File: config.mk
export PLATFORM = sky130hd
export DESIGN_NAME = avf_ratio
export DESIGN_NICKNAME = d
export VERILOG_FILES = /design/src/hw/rtl/avf_pkg.sv /design/src/hw/rtl/avf_ratio.sv
export SDC_FILE = /design/constraint.sdc
export NUM_CORES = 1
export LEC_CHECK = 0
export BUFFER_PORTS_ARGS = -buffer_cell sky130_fd_sc_hd__buf_2
export CORE_MARGIN = 2
export CORE_UTILIZATION = 52
export CTS_CLUSTER_SIZE = 24
export DETAILED_ROUTE_END_ITERATION = 6
export GPL_TIMING_DRIVEN = 0
export PLACE_DENSITY = 0.7
export RECOVER_POWER = 50
export SLEW_MARGIN = 20
export SYNTH_ARGS = -nofsm -noshare
export SYNTH_HDL_FRONTEND = slang
export SYNTH_SLANG_ARGS = --single-unit
File: constraint.sdc
create_clock -name clk -period 6.2 [get_ports clk]
set_input_delay 0.31 -clock clk [delete_from_list [all_inputs] [get_ports clk]]
set_output_delay 0.31 -clock clk [all_outputs]
set_load 0.1 [all_outputs]
File: src/hw/rtl/avf_pkg.sv
// Shared types, widths and codes for the aspect viewport fit pipeline.
`default_nettype none
package avf_pkg;

    localparam int DIM_W   = 13;
    localparam int RATIO_W = 24;
    localparam int RD_W    = 17;
    localparam int PROD_W  = 37;
    localparam int NUM_W   = 39;
    localparam int DEN_W   = 26;
    localparam int QUO_W   = 14;
    localparam int POS_W   = 16;
    localparam int ACC_W   = 18;
    localparam int ZPROD_W = 22;
    localparam int ZOOM_W  = 9;
    localparam int ADJ_W   = 13;

    localparam logic [2:0] MODE_CORE     = 3'd0;
    localparam logic [2:0] MODE_STRETCH  = 3'd1;
    localparam logic [2:0] MODE_FOUR3    = 3'd2;
    localparam logic [2:0] MODE_SIXTEEN9 = 3'd3;
    localparam logic [2:0] MODE_CUSTOM   = 3'd4;
    localparam logic [2:0] MODE_ZOOM     = 3'd5;

    localparam logic [2:0] REG_FIT_MODE      = 3'd0;
    localparam logic [2:0] REG_OFFSET_X      = 3'd1;
    localparam logic [2:0] REG_OFFSET_Y      = 3'd2;
    localparam logic [2:0] REG_WIDTH_ADJUST  = 3'd3;
    localparam logic [2:0] REG_HEIGHT_ADJUST = 3'd4;
    localparam logic [2:0] REG_ZOOM_PERCENT  = 3'd5;

    localparam logic [ZOOM_W-1:0] ZOOM_MIN   = 9'd10;
    localparam logic [ZOOM_W-1:0] ZOOM_MAX   = 9'd500;
    localparam logic [ZOOM_W-1:0] ZOOM_RESET = 9'd100;

    // floor(v / 100) = (v * ZOOM_RECIP) >> ZOOM_SHIFT for v below 2^22
    localparam logic [22:0] ZOOM_RECIP = 23'd5368710;
    localparam int          ZOOM_SHIFT = 29;

    typedef struct packed {
        logic [DIM_W-1:0] ww;
        logic [DIM_W-1:0] wh;
        logic             wide;
    } side_t;

    typedef struct packed {
        logic [2:0]              mode;
        logic signed [ADJ_W-1:0] offset_x;
        logic signed [ADJ_W-1:0] offset_y;
        logic signed [ADJ_W-1:0] width_adjust;
        logic signed [ADJ_W-1:0] height_adjust;
        logic [ZOOM_W-1:0]       zoom_percent;
    } cfg_t;

    typedef struct packed {
        logic [POS_W-1:0] view_x;
        logic [POS_W-1:0] view_y;
        logic [POS_W-1:0] view_w;
        logic [POS_W-1:0] view_h;
    } view_t;

    function automatic logic signed [ACC_W-1:0] half_tz(input logic signed [ACC_W-1:0] d);
        logic signed [ACC_W-1:0] t;
        t = d + ACC_W'(d[ACC_W-1]);
        return t >>> 1;
    endfunction

endpackage
`default_nettype wire

File: src/hw/rtl/avf_ratio.sv
// Ratio selection, cross products and division operand forming (three stages).
`default_nettype none
module avf_ratio
(
    input  wire logic                             clk,
    input  wire logic                             rst_n,
    input  wire logic                             en,
    input  wire logic                             in_valid,
    input  wire logic [avf_pkg::DIM_W-1:0]        ww,
    input  wire logic [avf_pkg::DIM_W-1:0]        wh,
    input  wire logic [avf_pkg::DIM_W-1:0]        sw,
    input  wire logic [avf_pkg::DIM_W-1:0]        sh,
    input  wire logic [avf_pkg::RATIO_W-1:0]      sr,
    input  wire logic [2:0]                       mode,
    output logic                                  out_valid,
    output logic [avf_pkg::NUM_W-1:0]             num,
    output logic [avf_pkg::DEN_W-1:0]             den,
    output avf_pkg::side_t                        side
);

    logic                            v1_reg, v2_reg, v3_reg;
    logic [avf_pkg::RATIO_W-1:0]     rn1_reg, rn2_reg, rn_next;
    logic [avf_pkg::RD_W-1:0]        rd1_reg, rd2_reg, rd_next;
    logic [avf_pkg::DIM_W-1:0]       ww1_reg, wh1_reg, ww2_reg, wh2_reg;
    logic [avf_pkg::PROD_W-1:0]      p1_reg, p2_reg;
    logic [avf_pkg::NUM_W-1:0]       num_reg, num_next;
    logic [avf_pkg::DEN_W-1:0]       den_reg, den_next;
    avf_pkg::side_t                  side_reg;
    logic                            wide;

    always_comb
    begin
        priority if (mode == avf_pkg::MODE_FOUR3)
        begin
            rn_next = avf_pkg::RATIO_W'(4);
            rd_next = avf_pkg::RD_W'(3);
        end
        else if (mode == avf_pkg::MODE_SIXTEEN9)
        begin
            rn_next = avf_pkg::RATIO_W'(16);
            rd_next = avf_pkg::RD_W'(9);
        end
        else if (sr != '0)
        begin
            rn_next = sr;
            rd_next = avf_pkg::RD_W'(65536);
        end
        else if (sw != '0 && sh != '0)
        begin
            rn_next = avf_pkg::RATIO_W'(sw);
            rd_next = avf_pkg::RD_W'(sh);
        end
        else
        begin
            rn_next = avf_pkg::RATIO_W'(4);
            rd_next = avf_pkg::RD_W'(3);
        end
    end

    assign wide = p1_reg > p2_reg;

    always_comb
    begin
        if (wide)
        begin
            num_next = {p2_reg, 1'b0} + avf_pkg::NUM_W'(rd2_reg);
            den_next = {avf_pkg::DEN_W'(rd2_reg) << 1};
        end
        else
        begin
            num_next = {p1_reg, 1'b0} + avf_pkg::NUM_W'(rn2_reg);
            den_next = {avf_pkg::DEN_W'(rn2_reg) << 1};
        end
    end

    always_ff @(posedge clk or negedge rst_n)
    begin
        if (!rst_n)
        begin
            v1_reg <= 1'b0;
            v2_reg <= 1'b0;
            v3_reg <= 1'b0;
        end
        else if (en)
        begin
            v1_reg <= in_valid;
            v2_reg <= v1_reg;
            v3_reg <= v2_reg;
        end
    end

    always_ff @(posedge clk)
    begin
        if (en)
        begin
            rn1_reg  <= rn_next;
            rd1_reg  <= rd_next;
            ww1_reg  <= ww;
            wh1_reg  <= wh;
            p1_reg   <= avf_pkg::PROD_W'(ww1_reg) * avf_pkg::PROD_W'(rd1_reg);
            p2_reg   <= avf_pkg::PROD_W'(wh1_reg) * avf_pkg::PROD_W'(rn1_reg);
            rn2_reg  <= rn1_reg;
            rd2_reg  <= rd1_reg;
            ww2_reg  <= ww1_reg;
            wh2_reg  <= wh1_reg;
            num_reg  <= num_next;
            den_reg  <= den_next;
            side_reg <= '{ww: ww2_reg, wh: wh2_reg, wide: wide};
        end
    end

    assign out_valid = v3_reg;
    assign num       = num_reg;
    assign den       = den_reg;
    assign side      = side_reg;

endmodule
`default_nettype wire

==> results.yml <==
global_route:
  grt_pass1_wl_um: 117000
  grt_max_degree: 104
  grt_pass1_vias: 21100
  grt_overflow: 0
  grt_usage_pct: 27.1
  antenna_found_initial: 5
logic_synthesis:
  syn_inst: 2708
  synth_flop_cell: "edfxtp_1"
  synth_area_um2: 28300
  avgSynthCellArea_um2: 10.4
  synth_area_leaders: "edfxtp_1 30%, fa_1 26%, ha_1 10%"
  synth_edf_count: 284
  synth_top_area_cell: "edfxtp_1"
  seq_area_frac_synth_pct: 30.4
  synth_most_common_cell: "inv_1"
  synth.top_cell.area_share_pct: 30.1
  async_flop_share_pct: 1.05
  yosys_register_bits: 287
  ys_warn_count: 0
  synth_common_cells: "501 x inv_1, 373 x fa_1, 336 x nand2_1"
  yosysUniqueCellTypes: 70
critical_path:
  timing.rr.start: "wh1_reg[5]$_DFFE_PP_"
  regToRegSetupSlack_ns: 0.14
  crit_top_cell: "fa_1"
  slowest_delay_ns: 0.53
  cp_max_fo: 10
  endpoint_kind: "flop"
  setup.worst_path.start_class: "flop"
  r2r_cells: 22
  worstPathCellList: "buf_4, buf_2, nand2_1, fa_1, fa_1, inv_1, fa_2, fa_1, inv_1, fa_1, inv_1, ha_4, o21a_1, o2111ai_2, buf_4, o21bai_1, a31oi_2, a21oi_2, o21ai_2, a41oi_2, o31ai_2, xnor2_1"
  worstSetupPathType: "reg2reg"
  required_ns: 6.49
  cp.arrival_ns: 6.36
  r2r_end: "p2_reg[36]$_DFFE_PP_"
  cpLargestDelayFamily: "adder cells"
  cp.depth: 22
  crit_buf_inv: 6
  crit_path_top_delay_cell: "fa_1"
floorplanning:
  core_area_um2: 53800
  die_w_um: 237
  die_height_um: 237
  start_util_pct: 52.6
  rows: 85
  die_area_um2: 56300
  ios: 176
min_path:
  min_path_type: "in2reg"
  whs_endpoint: "rn1_reg[23]$_SDFFCE_PP0P_"
  hold_depth: 2
  hold_path_startpoint: "sr[23]"
drt:
  vias_per_cell: 5.42
  wirelength_um: 74600
  drt.antenna.violating_nets: 0
  vias: 20400
  first_iter_violations: 1408
  wl_per_cell_um: 19.9
  drc: 0
  drtPass1Iterations: 5
clocking:
  cts_buffers: 35
  ctsHtreeMaxLevel: 2
  clock_sinks: 287
  path_clk_slew_ns: 0.06
  clk_latency_ns: 0.56
  clockBufferDepth: 3
  cts_tree: "built"
  clock-root-buffer: "clkbuf_16"
layout:
  syn_to_final_growth_pct: 14.9
  nets: 3714
  final_cells: 3754
  final_cell_area_um2: 32500
  largest_reg_flops: 39
  drive_gt1_share_pct: 13.7
  finish.utilization_pct: 60.4
  diodes: 0
timing:
  hold_violations: 0
  skew_ns: 0.0267
  fin_crit_ns: 6.06
  relSlewSlack_pct: -228
  tns_ns: 0
  period_share_pct: 97.8
  finalSetupViolations: 0
  tightest_slew_ns: 4.92
  max_freq_ghz: 0.165
  slew_violations: 90
place:
  dp_cells: 3588
  place_hpwl_um: 59900
  port_buffers: 173
  place_congestion: 0.953
  placed_area_um2: 30100
run:
  drv_cap: 1
run_status:
  violations: "capacitance limit, slew limit"
  status: "complete, but fails checks"
==> worst max-delay path by stage <==
stage | from | to | slack, ns
after global placement | wh1_reg[7]$_DFFE_PP_ | p2_reg[33]$_DFFE_PP_ | -0.40
after CTS | rn1_reg[12]$_SDFFCE_PP0P_ | p2_reg[33]$_DFFE_PP_ | -0.03
after detailed placement | rn1_reg[11]$_SDFFCE_PP0P_ | p2_reg[33]$_DFFE_PP_ | -0.42
after floorplan | wh1_reg[9]$_DFFE_PP_ | p2_reg[33]$_DFFE_PP_ | 0.46
final | wh1_reg[5]$_DFFE_PP_ | p2_reg[36]$_DFFE_PP_ | 0.14
after global routing | wh1_reg[2]$_DFFE_PP_ | p2_reg[33]$_DFFE_PP_ | -0.08
==> worst register-to-register path: stages, from the launching register on <==
cell,delay [ns]
edfxtp_1,0.48
buf_4,0.19
buf_2,0.25
nand2_1,0.11
fa_1,0.49
fa_1,0.41
inv_1,0.10
fa_2,0.46
fa_1,0.52
inv_1,0.06
fa_1,0.53
inv_1,0.07
ha_4,0.28
o21a_1,0.15
o2111ai_2,0.16
buf_4,0.16
o21bai_1,0.19
a31oi_2,0.28
a21oi_2,0.12
o21ai_2,0.21
a41oi_2,0.21
o31ai_2,0.25
xnor2_1,0.13
==> per-stage QoR <==
| stage | setup WS (ns) | hold slack, ns |
|---|---|---|
| 2_1_floorplan | 0.462 | 0.0144 |
| 4_1_cts | -0.0340 | 0.0155 |
| 3_5_place_dp | -0.420 | 0.109 |
| 6_report | 0.136 | 0.0352 |
| 5_1_grt | -0.0838 | 0.0368 |
| 3_3_place_gp | -0.402 | 0.104 |
==> layer usage <==
metal,track usage (%),wire (um)
met1,37.7,32200
met3,5.37,6170
met4,8.33,2430
met2,43.3,33800
met5,0,12
==> layout by cell type (no fill, tap or decap), types with 24 or more instances in the layout <==
cell / instances
nand2_1: 335
clkbuf_1: 58
ha_1: 217
xnor2_1: 69
a21oi_1: 78
nand3_1: 24
clkbuf_16: 36
and2_1: 260
inv_1: 500
nor2_1: 72
buf_4: 68
buf_2: 169
dlygate4sd3_1: 28
xor2_1: 33
edfxtp_1: 284
fa_1: 367
a21o_1: 41
o21ai_0: 51
clkbuf_2: 25
==> timing repair <==
item	CTS	global route
pin swaps	1	27
endpoints found under the setup margin	15	16
gates cloned	0	1
hold endpoints to repair	30	0
gates resized for setup	55	145
buffers inserted	21	63
hold buffers	28	0
==> area by class of cell <==
class | instances | area, um2
clock buffer | 41 | 920
multi-input combinational | 1831 | 17700
buffer | 85 | 510
fill | 4487 | 21300
clock inverter | 23 | 248
tap | 696 | 871
sequential | 287 | 8600
timing repair buffer | 289 | 1790
inverter | 502 | 1880
==> logic make-up after synthesis <==
kind of cell             share of synthesized area (%)
AO/OA/AOI/OAI                                     6.48
XOR/XNOR                                          3.16
adder cells (fa/ha/maj)                           36.4
buffers and inverters                             8.03
flip-flops                                        30.4
multiplexers                                      1.15
other                                           0.0133
AND/OR/NAND/NOR                                   14.3
Power is not shown: default switching activity piles up to over one toggle a cycle in this logic, so the estimate is an artifact.
