## config.mk

```make
export PLATFORM = sky130hd
export DESIGN_NAME = avf_div
export DESIGN_NICKNAME = d
export VERILOG_FILES = /design/src/hw/rtl/avf_pkg.sv /design/src/hw/rtl/avf_div.sv
export SDC_FILE = /design/constraint.sdc
export NUM_CORES = 2
export LEC_CHECK = 0
export ABC_AREA = 1
export BUFFER_PORTS_ARGS = -buffer_cell sky130_fd_sc_hd__buf_2
export CAP_MARGIN = 15
export CORE_MARGIN = 10
export CORE_UTILIZATION = 55
export DETAILED_ROUTE_END_ITERATION = 12
export PLACE_DENSITY = 0.71
export SETUP_SLACK_MARGIN = 0.02
export SYNTH_ARGS = -nofsm -noshare
export SYNTH_HDL_FRONTEND = slang
export SYNTH_SLANG_ARGS = --single-unit
```

## constraint.sdc

```tcl
create_clock -name clk -period 3.3 [get_ports clk]
set_input_delay 0.33 -clock clk [delete_from_list [all_inputs] [get_ports clk]]
set_output_delay 0.33 -clock clk [all_outputs]
set_load 0.01 [all_outputs]
```

## src/hw/rtl/avf_pkg.sv

```systemverilog
// Shared types, widths and codes for the aspect viewport fit pipeline.
`default_nettype none
package avf_pkg;

    localparam int DIM_W   = 13;
    localparam int RATIO_W = 24;
    localparam int RD_W    = 17;
    localparam int PROD_W  = 37;
    localparam int NUM_W   = 39;
    localparam int DEN_W   = 26;
    localparam int QUO_W   = 14;
    localparam int POS_W   = 16;
    localparam int ACC_W   = 18;
    localparam int ZPROD_W = 22;
    localparam int ZOOM_W  = 9;
    localparam int ADJ_W   = 13;

    localparam logic [2:0] MODE_CORE     = 3'd0;
    localparam logic [2:0] MODE_STRETCH  = 3'd1;
    localparam logic [2:0] MODE_FOUR3    = 3'd2;
    localparam logic [2:0] MODE_SIXTEEN9 = 3'd3;
    localparam logic [2:0] MODE_CUSTOM   = 3'd4;
    localparam logic [2:0] MODE_ZOOM     = 3'd5;

    localparam logic [2:0] REG_FIT_MODE      = 3'd0;
    localparam logic [2:0] REG_OFFSET_X      = 3'd1;
    localparam logic [2:0] REG_OFFSET_Y      = 3'd2;
    localparam logic [2:0] REG_WIDTH_ADJUST  = 3'd3;
    localparam logic [2:0] REG_HEIGHT_ADJUST = 3'd4;
    localparam logic [2:0] REG_ZOOM_PERCENT  = 3'd5;

    localparam logic [ZOOM_W-1:0] ZOOM_MIN   = 9'd10;
    localparam logic [ZOOM_W-1:0] ZOOM_MAX   = 9'd500;
    localparam logic [ZOOM_W-1:0] ZOOM_RESET = 9'd100;

    // floor(v / 100) = (v * ZOOM_RECIP) >> ZOOM_SHIFT for v below 2^22
    localparam logic [22:0] ZOOM_RECIP = 23'd5368710;
    localparam int          ZOOM_SHIFT = 29;

    typedef struct packed {
        logic [DIM_W-1:0] ww;
        logic [DIM_W-1:0] wh;
        logic             wide;
    } side_t;

    typedef struct packed {
        logic [2:0]              mode;
        logic signed [ADJ_W-1:0] offset_x;
        logic signed [ADJ_W-1:0] offset_y;
        logic signed [ADJ_W-1:0] width_adjust;
        logic signed [ADJ_W-1:0] height_adjust;
        logic [ZOOM_W-1:0]       zoom_percent;
    } cfg_t;

    typedef struct packed {
        logic [POS_W-1:0] view_x;
        logic [POS_W-1:0] view_y;
        logic [POS_W-1:0] view_w;
        logic [POS_W-1:0] view_h;
    } view_t;

    function automatic logic signed [ACC_W-1:0] half_tz(input logic signed [ACC_W-1:0] d);
        logic signed [ACC_W-1:0] t;
        t = d + ACC_W'(d[ACC_W-1]);
        return t >>> 1;
    endfunction

endpackage
`default_nettype wire

```

## src/hw/rtl/avf_div.sv

```systemverilog
// Pipelined restoring divider, one quotient bit per stage.
`default_nettype none
module avf_div
(
    input  wire logic                         clk,
    input  wire logic                         rst_n,
    input  wire logic                         en,
    input  wire logic                         in_valid,
    input  wire logic [avf_pkg::NUM_W-1:0]    num,
    input  wire logic [avf_pkg::DEN_W-1:0]    den,
    input  wire avf_pkg::side_t               in_side,
    output logic                              out_valid,
    output logic [avf_pkg::QUO_W-1:0]         quo,
    output avf_pkg::side_t                    out_side
);

    localparam int N = avf_pkg::QUO_W;

    logic                          vld   [0:N];
    logic [avf_pkg::NUM_W-1:0]     rem   [0:N];
    logic [avf_pkg::DEN_W-1:0]     dv    [0:N];
    logic [avf_pkg::QUO_W-1:0]     qv    [0:N];
    avf_pkg::side_t                sd    [0:N];

    assign vld[0] = in_valid;
    assign rem[0] = num;
    assign dv[0]  = den;
    assign qv[0]  = '0;
    assign sd[0]  = in_side;

    for (genvar k = 0; k < N; k++)
    begin : g_stage
        logic                       vld_reg;
        logic [avf_pkg::NUM_W-1:0]  rem_reg, rem_next;
        logic [avf_pkg::DEN_W-1:0]  den_reg;
        logic [avf_pkg::QUO_W-1:0]  quo_reg, quo_next;
        avf_pkg::side_t             side_reg;
        logic [avf_pkg::NUM_W-1:0]  trial;

        assign trial = avf_pkg::NUM_W'(dv[k]) << (N - 1 - k);

        always_comb
        begin
            rem_next = rem[k];
            quo_next = qv[k];
            if (rem[k] >= trial)
            begin
                rem_next           = rem[k] - trial;
                quo_next[N - 1 - k] = 1'b1;
            end
        end

        always_ff @(posedge clk or negedge rst_n)
        begin
            if (!rst_n)
                vld_reg <= 1'b0;
            else if (en)
                vld_reg <= vld[k];
        end

        always_ff @(posedge clk)
        begin
            if (en)
            begin
                rem_reg  <= rem_next;
                den_reg  <= dv[k];
                quo_reg  <= quo_next;
                side_reg <= sd[k];
            end
        end

        assign vld[k+1] = vld_reg;
        assign rem[k+1] = rem_reg;
        assign dv[k+1]  = den_reg;
        assign qv[k+1]  = quo_reg;
        assign sd[k+1]  = side_reg;
    end

    assign out_valid = vld[N];
    assign quo       = qv[N];
    assign out_side  = sd[N];

endmodule
`default_nettype wire

```

==> results.md <==
- The flow ran to the end, and the final reports show no timing, DRC or antenna violations.
- The min-delay analysis places its worst path in the category input port to flop.
- The portion of the post-synthesis area used by sequential elements is 53.88%.
- The depth of the CTS H-tree is 4.
- The number of max-slew violations in the final report is 0.
- The first-pass GRT wire length is 342.5 mm.
- Max-cap violations in this run came to 0.
- The die covers 150900 µm².
- The worst setup path is of the flop to flop kind.
- In this run the horizontal extent of the chip is 388.4 µm.
- After layout, the worst path uses 92.65% of the clock period.
- In this run the power density over the cells is 825.9 nW/µm².
- The number of instances in the synthesized netlist is 8586.
- The type of element launching the critical path is a flop.
- The CTS tree is yes.
- The floorplan has 135 rows.
- The vias per cell is 5.455.
- The worst setup path is captured at a flop.
- The final setup slack of the worst path is 0.2426 ns.
- The post-synthesis average cell area is 8.696 µm².
- The flip-flop and latch count after synthesis is 1342.
- The non-filler instance count after layout is 10889.
- In this run, the number of DRC markers left after iteration 0 of detailed routing was 6372.
- The initial utilization of the core area, before any placement, comes to 55.25%.
- The routability congestion estimate from global placement is 1.039.
- The area of the core is 135100 µm².
- The share of synthesized area in the top cell type comes to 53.41%.
- The final count of negative-setup-slack endpoints is 0.
- The cell depth of the worst flop-to-flop path is 12.
- The average wire per cell in the routed design is 21.06 µm.
- The initial antenna violation count is 4.
- The cell type of the slowest stage on the worst timing path is sky130_fd_sc_hd__edfxtp_1.
- The number of sinks on the clock net is 1342.
- The via count of the first global-routing pass is 56157.
- The library cell appearing most often on the critical path is sky130_fd_sc_hd__nor2_1.
- Synthesis instantiated 41 different standard cells from the library.
- The maximum fanout encountered on the critical timing path is 21.
- The startpoint identified for the worst register-to-register timing path is g_stage[10].rem_reg[25].
- The area used by multi-input combinational logic is 28480 µm².
- The worst-case register-to-register setup slack is 0.24 ns.
- Subtracting the final worst setup slack from the clock period gives 3.057 ns.
- For this run, the post-layout net count is 9468.
- Data on the critical path is required at its endpoint by 3.85 ns.
- The worst register-to-register path ends at g_stage[11].rem_reg[16].
- The worst hold path begins at in_side[8].
- Synthesis produced a netlist with a net count of 9059.
- The largest area contributor in the netlist is sky130_fd_sc_hd__edfxtp_1.
- The flip-flop count of the largest register, all copies and words added is 507.
- The number of antenna diodes in the final layout is 0.
- The area growth from synthesis to layout is 12.50%.
- The combined area of all synthesized cells is 74660 µm².
- The destination of the worst hold path is g_stage[0].side_reg[8].
- Timing would allow up to 0.3271 GHz.
- The CTS buffer count is 141.
- The headroom to the max-slew limit is 33.95%.
- The placed wire-length estimate after detailed placement is 183.4 mm.
- The clock transition at the registers of the reported paths is 0.07 ns.
- The area occupied by registers is 40230 µm².
- After detailed routing, the number of remaining DRC violations is 0.
- For the pin with the worst max-slew slack, the measured transition is 0.9907 ns.
- Fill cells in the final layout number 11580.
- Global routing consumed, over all layers together, 29.83% of the routing resources.
- The worst hold path stage count is 2.
- The maximum clock insertion buffer count is 3.
- Setup repair after global routing left no endpoint under its margin.
- In this run the vertical extent of the chip is 388.4 µm.
- The detailed-route wire length is 229.4 mm.
- Clock tree synthesis selected as its root buffer the cell sky130_fd_sc_hd__clkbuf_16.
- At the worst endpoint, the arrival time is 3.61 ns.
- The clock latency at the later pin of the worst-skew pair is 0.82 ns.
- In the post-synthesis netlist, the biggest area contributors are sky130_fd_sc_hd__edfxtp_1 (53%), sky130_fd_sc_hd__nand2_1 (14%), sky130_fd_sc_hd__inv_1 (7.3%).
- The detailed-router iteration count before antenna repair is 9.
- The fraction of layout cells with a size suffix above 1 is 5.885%.
- IR analysis of the VDD net gives a maximum drop of 0.0005343 V.
- For this run the aggregate overflow at the end of global routing stands at 0.
- The cell leakage power is 38.48 nW.
- The clock arrives with 0.04124 ns of skew.
- The placement-stage worst setup slack is -0.009510 ns.
- The setup fix buffers added after clock tree synthesis is 0.
- The number of I/O port buffers is 137.
- The signal on the critical path passes through ha_1 -> nand2_1 -> inv_1 -> a21oi_1 -> nor2_1 -> nor2_1 -> nand2_1 -> nor2_1 -> nand2_4 -> inv_2 -> buf_4 -> o21ai_2.
- The pin count of the biggest net entering global routing is 97.
- The number of top-level pins is 138.
- The remaining antenna violation count is 0.
- The synthesis warning total is 0.
- The delay contributed by the slowest stage of the critical path is 0.47 ns.
- The number of failing hold endpoints at the final stage was 0.
- In this run, placement finished with an instance count of 10537.
- The final route contains 59402 vias.
cells in the mapped netlist, drive strengths merged:
cell type and instances:
o21bai 21, o21a 8, nor3b 1, a21oi 399, dfrtp 14, xor2 119
o211ai 4, nor3 95, buf 69, nor4 14, and3 9, fa 13
and2 11, inv 1461, nand3 451, o21ai 318, a211oi 1, nor2 689
edfxtp 1328, a21o 4, xnor2 79, clkbuf 6, a21boi 5, ha 364
nand4 164, nand3b 46, or2 7, nand2 2886
metal layers:
metal  GRT usage, %  wire length, µm  up-vias
met4          10.87             8787        4
met5              0               23        -
li1               -                -    28813
met1          42.14           100100    27608
met2          46.30           101500     2575
met3          5.015            18960      402
kinds of logic after synthesis:
| logic type | count (synthesis) | share of synthesized area (%) |
|---|---|---|
| flip-flops | 1342 | 53.88 |
| XOR/XNOR | 198 | 2.323 |
| AND/OR/NAND/NOR | 4373 | 23.99 |
| adder cells (fa/ha/maj) | 377 | 6.449 |
| AO/OA/AOI/OAI | 760 | 5.385 |
| buffers and inverters | 1536 | 7.974 |
critical path: cells and delay by family, from the launching register on:
family          cells  cell delay [ns]
buf+inv             3             0.72
simple gates        6             0.91
flops               1             0.47
fa+ha+maj           1             0.41
compound gates      2             0.32
area by class of cell:
| cell class | count | area share (%) |
|---|---|---|
| Timing Repair Buffer | 341 | 3.301 |
| Sequential cell | 1342 | 47.90 |
| Clock buffer | 159 | 4.317 |
| Inverter | 1461 | 6.529 |
| Tap cell | 1781 | 2.653 |
| Multi-Input combinational cell | 5708 | 33.91 |
| Clock inverter | 97 | 1.397 |
through the flow:
step	power, mW	setup TNS (ns)	hold WS [ns]	util (%)	cell area, µm²
after global routing	73.48	0	0.1951	62.16	83990
after detailed placement	52.41	-0.009510	0.2650	57.89	78230
after floorplan	42.85	0	0.03441	-	74660
after CTS	68.94	0	0.1756	62.16	83990
final	69.37	0	0.2228	62.16	83990
after global placement	52.20	-0.02438	0.2626	57.89	78230
report_power, final:
part           total, mW  internal [mW]  switching [mW]
clock network       16.3           9.26            7.04
logic               27.6           8.83            18.8
registers           25.5           22.9            2.54
worst max-delay path by stage:
stage,start,endpoint,slack (ns),cells after the start
floorplan,g_stage[11].den_reg[0],g_stage[12].rem_reg[6],0.93,16
global placement,den[2],g_stage[0].rem_reg[32],-0.02,12
detailed placement,den[2],g_stage[0].rem_reg[32],-0.01,12
CTS,den[2],g_stage[0].rem_reg[32],0.31,13
global route,g_stage[11].rem_reg[14],g_stage[12].rem_reg[3],0.08,12
finish,g_stage[10].rem_reg[25],g_stage[11].rem_reg[16],0.24,12
placed cells by master, fill, tap and decap left out, drive strengths merged, types with 95 or more instances in the layout:
| cell | n |
|---|---|
| ha | 364 |
| buf | 245 |
| dlygate4sd3 | 96 |
| nor3 | 95 |
| a21oi | 399 |
| nor2 | 689 |
| clkbuf | 159 |
| nand2 | 2886 |
| o21ai | 318 |
| nand4 | 164 |
| edfxtp | 1328 |
| nand3 | 451 |
| xor2 | 119 |
| inv | 1473 |
timing repair:
action                                  in CTS  in global routing
endpoints found under the setup margin       0                  0
gates resized for setup                      0                  0
endpoints found under the hold margin      122                  0
hold buffers                                96                  0
No activity file was read; power rests on OpenSTA's default activity.
